### src/rtl/assert_macros.svh
// assertion macros used by the rtl files
// expects clk and rst to exist in the module that uses them
`ifndef ASSERT_MACROS_SVH
`define ASSERT_MACROS_SVH

// same-cycle implication, checked at every rising edge outside reset
`define KFC_ASSERT_NOW(label, ante, cons, msg) \
  label: assert property (@(posedge clk) disable iff (rst) (ante) |-> (cons)) \
    else $error(msg);

// next-cycle implication
`define KFC_ASSERT_NEXT(label, ante, cons, msg) \
  label: assert property (@(posedge clk) disable iff (rst) (ante) |=> (cons)) \
    else $error(msg);

`endif

### src/rtl/kfc_pkg.sv
// shared types and constants for the keyed fifo with cancel
// no dependencies
`default_nettype none

package kfc_pkg;

  localparam int QUEUE_DEPTH = 16;
  localparam int KEY_W       = 31;
  localparam int HANDLE_W    = 16;

  typedef enum logic [2:0] {
    OP_PUSH   = 3'd0,
    OP_POP    = 3'd1,
    OP_PEEK   = 3'd2,
    OP_FIND   = 3'd3,
    OP_REMOVE = 3'd4
  } op_t;

  typedef enum logic [1:0] {
    ST_OK       = 2'd0,
    ST_EMPTY    = 2'd1,
    ST_FULL     = 2'd2,
    ST_NOTFOUND = 2'd3
  } status_t;

  typedef enum logic [2:0] {
    S_IDLE,
    S_LOOK,
    S_CHECK,
    S_SHIFT_RD,
    S_SHIFT_WR
  } state_t;

  typedef struct packed {
    logic [KEY_W-1:0]    key;
    logic [HANDLE_W-1:0] handle;
  } entry_t;

endpackage

`default_nettype wire

### src/rtl/kfc_store.sv
// entry memory: one write port, one read port with registered data
// depends on kfc_pkg
`default_nettype none

module kfc_store #(
  parameter int DEPTH = kfc_pkg::QUEUE_DEPTH,
  parameter int AW    = $clog2(kfc_pkg::QUEUE_DEPTH)
) (
  input  wire logic            clk,
  input  wire logic            wr_en,
  input  wire logic [AW-1:0]   wr_addr,
  input  wire kfc_pkg::entry_t wr_data,
  input  wire logic [AW-1:0]   rd_addr,
  output kfc_pkg::entry_t      rd_data
);

  kfc_pkg::entry_t mem [DEPTH];

  always_ff @(posedge clk) begin
    if (wr_en) begin
      mem[wr_addr] <= wr_data;
    end
  end

  always_ff @(posedge clk) begin
    rd_data <= mem[rd_addr];
  end

endmodule

`default_nettype wire

### src/rtl/keyed_fifo_with_cancel.sv
// keyed fifo with cancel: top level, command sequencer and shared key compare
// depends on kfc_pkg, kfc_store and assert_macros.svh
//
//   channel  | handshake          | fields
//   ---------+--------------------+--------------------------------------------
//   command  | start / busy       | opcode, entry_key, entry_handle
//   result   | done (one cycle)   | status, found_handle, found_key, queue_empty
//
// push, unused opcodes and every command that fails at once (empty, full)
// finish from idle: the result strobes on the next cycle and busy never rises.
// pop, peek, find and remove walk the memory through its single read port,
// addressing each slot in S_LOOK and checking its data in S_CHECK; on a hit,
// pop and remove then move each later entry up via S_SHIFT_RD and S_SHIFT_WR.
// reset clears occupancy and the sequencer; the memory needs no clearing since
// only slots below occupancy are ever read.
// results cannot be stalled: each one is on the ports for the single done cycle.
`default_nettype none

module keyed_fifo_with_cancel #(
  parameter int QUEUE_DEPTH = kfc_pkg::QUEUE_DEPTH
) (
  input  wire logic                         clk,
  input  wire logic                         rst,
  input  wire logic                         start,
  output logic                              busy,
  input  wire logic [2:0]                   opcode,
  input  wire logic [kfc_pkg::KEY_W-1:0]    entry_key,
  input  wire logic [kfc_pkg::HANDLE_W-1:0] entry_handle,
  output logic                              done,
  output logic [1:0]                        status,
  output logic [kfc_pkg::HANDLE_W-1:0]      found_handle,
  output logic [kfc_pkg::KEY_W-1:0]         found_key,
  output logic                              queue_empty
);

  `include "assert_macros.svh"

  localparam int AW = (QUEUE_DEPTH > 1) ? $clog2(QUEUE_DEPTH) : 1;
  localparam int OW = $clog2(QUEUE_DEPTH + 1);
  localparam logic [OW-1:0] FULL_COUNT = OW'(QUEUE_DEPTH);

  // sequencer registers
  kfc_pkg::state_t state, state_next;
  kfc_pkg::op_t    op, op_next;
  logic [kfc_pkg::KEY_W-1:0] key, key_next;
  logic [OW-1:0]   idx, idx_next;
  logic [OW-1:0]   occ, occ_next;

  // result registers
  logic                          done_next;
  logic [1:0]                    status_next;
  logic [kfc_pkg::HANDLE_W-1:0]  found_handle_next;
  logic [kfc_pkg::KEY_W-1:0]     found_key_next;
  logic                          queue_empty_next;

  // memory port
  logic            wr_en;
  logic [AW-1:0]   wr_addr;
  kfc_pkg::entry_t wr_data;
  logic [AW-1:0]   rd_addr;
  kfc_pkg::entry_t rd_data;

  logic [OW-1:0] idx_inc;
  logic          key_hit;
  logic          take_any;

  assign busy    = (state != kfc_pkg::S_IDLE);
  assign idx_inc = idx + OW'(1);

  // the one shared compare: pop and peek take the head whatever its key
  assign take_any = (op == kfc_pkg::OP_POP) || (op == kfc_pkg::OP_PEEK);
  assign key_hit  = take_any || (rd_data.key == key);

  kfc_store #(
    .DEPTH (QUEUE_DEPTH),
    .AW    (AW)
  ) u_store (
    .clk     (clk),
    .wr_en   (wr_en),
    .wr_addr (wr_addr),
    .wr_data (wr_data),
    .rd_addr (rd_addr),
    .rd_data (rd_data)
  );

  always_ff @(posedge clk) begin
    if (rst) begin
      state <= kfc_pkg::S_IDLE;
      occ   <= '0;
      done  <= 1'b0;
    end else begin
      state <= state_next;
      occ   <= occ_next;
      done  <= done_next;
    end
  end

  // payload and scan registers need no reset
  always_ff @(posedge clk) begin
    op           <= op_next;
    key          <= key_next;
    idx          <= idx_next;
    status       <= status_next;
    found_handle <= found_handle_next;
    found_key    <= found_key_next;
    queue_empty  <= queue_empty_next;
  end

  always_comb begin
    state_next        = state;
    op_next           = op;
    key_next          = key;
    idx_next          = idx;
    occ_next          = occ;
    done_next         = 1'b0;
    status_next       = status;
    found_handle_next = found_handle;
    found_key_next    = found_key;
    queue_empty_next  = queue_empty;
    wr_en             = 1'b0;
    wr_addr           = idx[AW-1:0];
    wr_data           = rd_data;
    rd_addr           = idx[AW-1:0];

    case (state)
      kfc_pkg::S_IDLE: begin
        if (start) begin
          // default result: ok with no entry, for push and unused opcodes
          done_next         = 1'b1;
          status_next       = kfc_pkg::ST_OK;
          found_handle_next = '0;
          found_key_next    = '0;
          queue_empty_next  = (occ == '0);
          case (opcode)
            kfc_pkg::OP_PUSH: begin
              if (occ == FULL_COUNT) begin
                status_next = kfc_pkg::ST_FULL;
              end else begin
                wr_en            = 1'b1;
                wr_addr          = occ[AW-1:0];
                wr_data.key      = entry_key;
                wr_data.handle   = entry_handle;
                occ_next         = occ + OW'(1);
                queue_empty_next = 1'b0;
              end
            end
            kfc_pkg::OP_POP, kfc_pkg::OP_PEEK: begin
              if (occ == '0) begin
                status_next = kfc_pkg::ST_EMPTY;
              end else begin
                done_next  = 1'b0;
                op_next    = kfc_pkg::op_t'(opcode);
                idx_next   = '0;
                state_next = kfc_pkg::S_LOOK;
              end
            end
            kfc_pkg::OP_FIND, kfc_pkg::OP_REMOVE: begin
              if (occ == '0) begin
                status_next = kfc_pkg::ST_NOTFOUND;
              end else begin
                done_next  = 1'b0;
                op_next    = kfc_pkg::op_t'(opcode);
                key_next   = entry_key;
                idx_next   = '0;
                state_next = kfc_pkg::S_LOOK;
              end
            end
            default: begin
              // unused opcode: queue untouched
            end
          endcase
        end
      end

      kfc_pkg::S_LOOK: begin
        // address slot idx, data comes back next cycle
        rd_addr    = idx[AW-1:0];
        state_next = kfc_pkg::S_CHECK;
      end

      kfc_pkg::S_CHECK: begin
        if (key_hit) begin
          found_key_next    = rd_data.key;
          found_handle_next = rd_data.handle;
          status_next       = kfc_pkg::ST_OK;
          if ((op == kfc_pkg::OP_POP) || (op == kfc_pkg::OP_REMOVE)) begin
            state_next = kfc_pkg::S_SHIFT_RD;
          end else begin
            done_next        = 1'b1;
            queue_empty_next = 1'b0;
            state_next       = kfc_pkg::S_IDLE;
          end
        end else if (idx_inc == occ) begin
          // scanned every entry without a match
          done_next         = 1'b1;
          status_next       = kfc_pkg::ST_NOTFOUND;
          found_key_next    = '0;
          found_handle_next = '0;
          queue_empty_next  = 1'b0;
          state_next        = kfc_pkg::S_IDLE;
        end else begin
          idx_next   = idx_inc;
          state_next = kfc_pkg::S_LOOK;
        end
      end

      kfc_pkg::S_SHIFT_RD: begin
        if (idx_inc < occ) begin
          rd_addr    = idx_inc[AW-1:0];
          state_next = kfc_pkg::S_SHIFT_WR;
        end else begin
          // gap has reached the tail
          occ_next         = occ - OW'(1);
          done_next        = 1'b1;
          queue_empty_next = (occ == OW'(1));
          state_next       = kfc_pkg::S_IDLE;
        end
      end

      kfc_pkg::S_SHIFT_WR: begin
        // move entry idx+1 down into slot idx
        wr_en      = 1'b1;
        wr_addr    = idx[AW-1:0];
        wr_data    = rd_data;
        idx_next   = idx_inc;
        state_next = kfc_pkg::S_SHIFT_RD;
      end

      default: begin
        state_next = kfc_pkg::S_IDLE;
      end
    endcase
  end

  // checks on the sequencer
  `KFC_ASSERT_NOW(a_occ_bound, 1'b1, occ <= FULL_COUNT, "occupancy beyond depth")
  `KFC_ASSERT_NEXT(a_cmd_progress, start && !busy, busy || done, "command dropped")
  `KFC_ASSERT_NOW(a_fail_zero, done && (status != kfc_pkg::ST_OK),
    (found_handle == '0) && (found_key == '0), "nonzero entry on failed command")
  `KFC_ASSERT_NOW(a_empty_flag, done, queue_empty == (occ == '0), "empty flag off")

endmodule

`default_nettype wire
### config.mk
export PLATFORM = sky130hd
export DESIGN_NAME = keyed_fifo_with_cancel
export DESIGN_NICKNAME = d
export VERILOG_FILES = /design/src/rtl/kfc_pkg.sv /design/src/rtl/kfc_store.sv /design/src/rtl/keyed_fifo_with_cancel.sv
export VERILOG_INCLUDE_DIRS = /design/src /design/src/rtl
export SDC_FILE = /design/constraint.sdc
export NUM_CORES = 1
export LEC_CHECK = 0
export ABC_AREA = 1
export BUFFER_PORTS_ARGS = -buffer_cell sky130_fd_sc_hd__buf_2
export CORE_ASPECT_RATIO = 0.8
export CORE_UTILIZATION = 45
export DETAILED_ROUTE_END_ITERATION = 7
export GPL_TIMING_DRIVEN = 0
export SYNTH_ARGS = -nofsm -noshare
export SYNTH_HDL_FRONTEND = slang
export SYNTH_SLANG_ARGS = --single-unit
### constraint.sdc
create_clock -name clk -period 10.5 [get_ports clk]
set_clock_uncertainty 0.15 [all_clocks]
set_input_delay 1.05 -clock clk [delete_from_list [all_inputs] [get_ports clk]]
set_output_delay 1.05 -clock clk [all_outputs]
set_load 0.02 [all_outputs]
==> impl_results.md <==
- Max Slew Vio Count: 0
- Mean Syn Cell Area: 11.0 µm²
- Yosys reg bits: 897
- Synthesis Warnings: 0
- HPWL after detailed placement: 79,500 µm
- Vias: 27,139
- Fill cells: 7,211
- Die Ht: 262 µm
- Sequential element share of the synthesized area: 69.4%
- P&R area growth vs syn: 15.5%
- Tot GR Track Use: 28.2%
- Commonest non-fill, non-tap cell in the layout: nand2_1
- Crit end category: flop
- Die Wd: 327 µm
- Routed wire length: 121,000 µm
- # H-tree levels: 3
- Worst-path fanout max: 10
- Gates resized, CTS repair: 0
- Clk sinks: 897
- DRC viols: 0
- Initial antenna violation count: 2
- DR vias/cell: 5.58
- CP required: 10.89 ns
- Final Hold Fails: 0
- Drt initial violations: 3,642
- Grt ovf: 0
- CP max-delay cell: clkbuf_1
- Slew of the pin with the lowest slew margin: 1.48 ns
- CP Cell Sequence: ha_1 -> nand3_1 -> xor2_1 -> inv_1 -> ha_1 -> nand2_1 -> nor2_1 -> nand2_1 -> nand4_2 -> clkbuf_1 -> clkbuf_1 -> nand3_1 -> nand3_1 -> nand3_1 -> nand3_1 -> nand2_1
- Post-DR wirelength/cell: 24.9 µm
- TNS Setup: 0 ns
- Root buffer cell: clkbuf_16
- First-pass DRT Iterations: 6
- Global-route wire length before repair: 173,000 µm
- Placed Cells incl. Taps: 4,689
- Number of global-route vias before repair: 24,930
- Core Area: 82,900 µm²
- Initial core utilization: 45.8%
- Leakage: 17.4 nW
- Hold WC Path Type: reg2reg
- Top Ports: 105
- Period minus WS final: 5.01 ns
- Rel. slew slack: 1.19%
- Fin cells: 4,865
- Max rail drop VDD: 0.122 mV
- Cell variety after synth: 28
- Die area: 85,600 µm²
- Most frequent cells in the layout: nand2_1, edfxtp_1, nand3_1
- Critical path startpoint category: flop
- Clk_lat worst skew: 0.67 ns
- CTS Buf Count: 91
- CTS tree: done
- Largest net degree at the start of global routing: 35
- Fraction of layout cells with a size suffix above 1: 11.8%
- Maxcap violations: 0
- Clock slew at reported path FFs: 0.06 ns
- WS Path Type: reg2reg
- RSZ-0062 raised after global routing: no
- WHS: 0.405 ns
- Placer Congestion: 0.837
- Outcome: finished clean
- Synth Instances: 3,447
- Max Clk Rate: 200 MHz
- Final setup viols: 0
- CTS Hold Bufs: 0
- Synth Net Count: 3,510
- Final critical-path share of the clock period: 47.7%
- DRT antenna net count: 0
- Longest Clk Path Bufs: 3
- Fin util: 52.9%
- Post-CTS setup buffers: 0
- WP data arrival: 5.40 ns
- PwrDens: 177 nW/µm²
- Post-Syn Area: 38,000 µm²
- # port buffers: 104
- Crit path top cell by count: nand3_1
- Row count: 94
- Final nets: 3,746
- Slowest cell delay on critical path: 1.05 ns
## cell type report
class	instances	area (µm²)	share of cell area (%)
sequential	897	26400	60.1
multi-input combinational	2014	9630	22.0
clock buffer	128	2580	5.88
tap	1104	1380	3.15
timing repair buffer	143	1260	2.86
inverter	327	1230	2.80
buffer	209	930	2.12
clock inverter	42	490	1.12
antenna	1	2.50	0.00570
## kinds of logic after synthesis
family | after synthesis | synth area share (%)
simple gates | 1885 | 22.6
flops | 897 | 69.4
buf+inv | 536 | 5.68
compound gates | 84 | 1.16
xor+xnor | 35 | 0.807
fa+ha+maj | 10 | 0.329
## cells in the mapped netlist
library cell	count	area share, %
nand4_4	1	0.056
xor2_1	5	0.12
or3b_2	1	0.023
edfxtp_1	841	66
inv_1	325	3.2
nand2_1	865	8.5
buf_2	116	1.5
nand4_2	1	0.033
ha_1	10	0.33
a21boi_0	1	0.020
buf_1	23	0.23
o21ai_0	17	0.22
a21oi_1	58	0.76
o21ai_2	3	0.069
dfxtp_1	56	3.0
a31oi_1	1	0.016
xnor2_1	30	0.69
nand2_2	2	0.033
o31ai_1	2	0.040
clkbuf_1	70	0.69
inv_2	2	0.020
nor4_1	2	0.033
nand3_1	725	9.6
nor3_1	4	0.053
o21ai_1	2	0.026
nor2_8	1	0.053
nand3b_1	142	2.8
nor2_1	141	1.4
## metrics by stage
step / power, mW / cell area [µm²] / setup slack [ns]
finish: 7.78 / 43900 / 5.49
global route: 7.95 / 43900 / 5.43
CTS: 7.79 / 43800 / 5.69
detailed placement: 4.47 / 40700 / 5.71
global placement: 4.46 / 39900 / 2.44
floorplan: 4.29 / 38000 / 5.82
## per-layer routing
metal  GRT usage (%)  vias up  routed length [µm]
li1                -    12241                   -
met2            42.3     1577               52400
met3            5.63      238               13700
met4            9.53        0                3990
met1            41.0    13083               51000
met5               0        -                   0
## state kept, by name, indices dropped and copies added, names as in the netlist
| register | cells |
|---|---|
| idx | 5 |
| queue_empty | 1 |
| op | 3 |
| key | 31 |
| state | 3 |
| found_handle | 16 |
| u_store.mem | 752 |
| occ | 5 |
| status | 2 |
| done | 1 |
| found_key | 31 |
| u_store.rd_data | 47 |
## worst max-delay path, delay by kind of cell, from the launching register on
family        cells  cell delay, ns
simple gates     10            1.62
fa+ha+maj         2            0.57
buf+inv           3            1.81
flops             1            0.51
xor+xnor          1            0.19
## where the power goes
part           switching (mW)  leakage [nW]  internal (mW)  total [mW]
clock network            1.41          1.51           1.96        3.37
logic                   0.323          7.76         0.0968       0.420
registers              0.0132          8.11           3.98        3.99
## final timing paths
path	depth (start not counted)	slack [ns]	end	start
max	16	5.49	u_store.rd_data[6]$_DFF_P_	idx[0]$_SDFFCE_PN0P_
min	2	0.41	found_handle[5]$_SDFFCE_PN0P_	u_store.rd_data[5]$_DFF_P_
max reg2reg	16	5.49	u_store.rd_data[6]$_DFF_P_	idx[0]$_SDFFCE_PN0P_
min reg2reg	2	0.41	found_handle[5]$_SDFFCE_PN0P_	u_store.rd_data[5]$_DFF_P_
No activity file was read; power rests on OpenSTA's default activity.
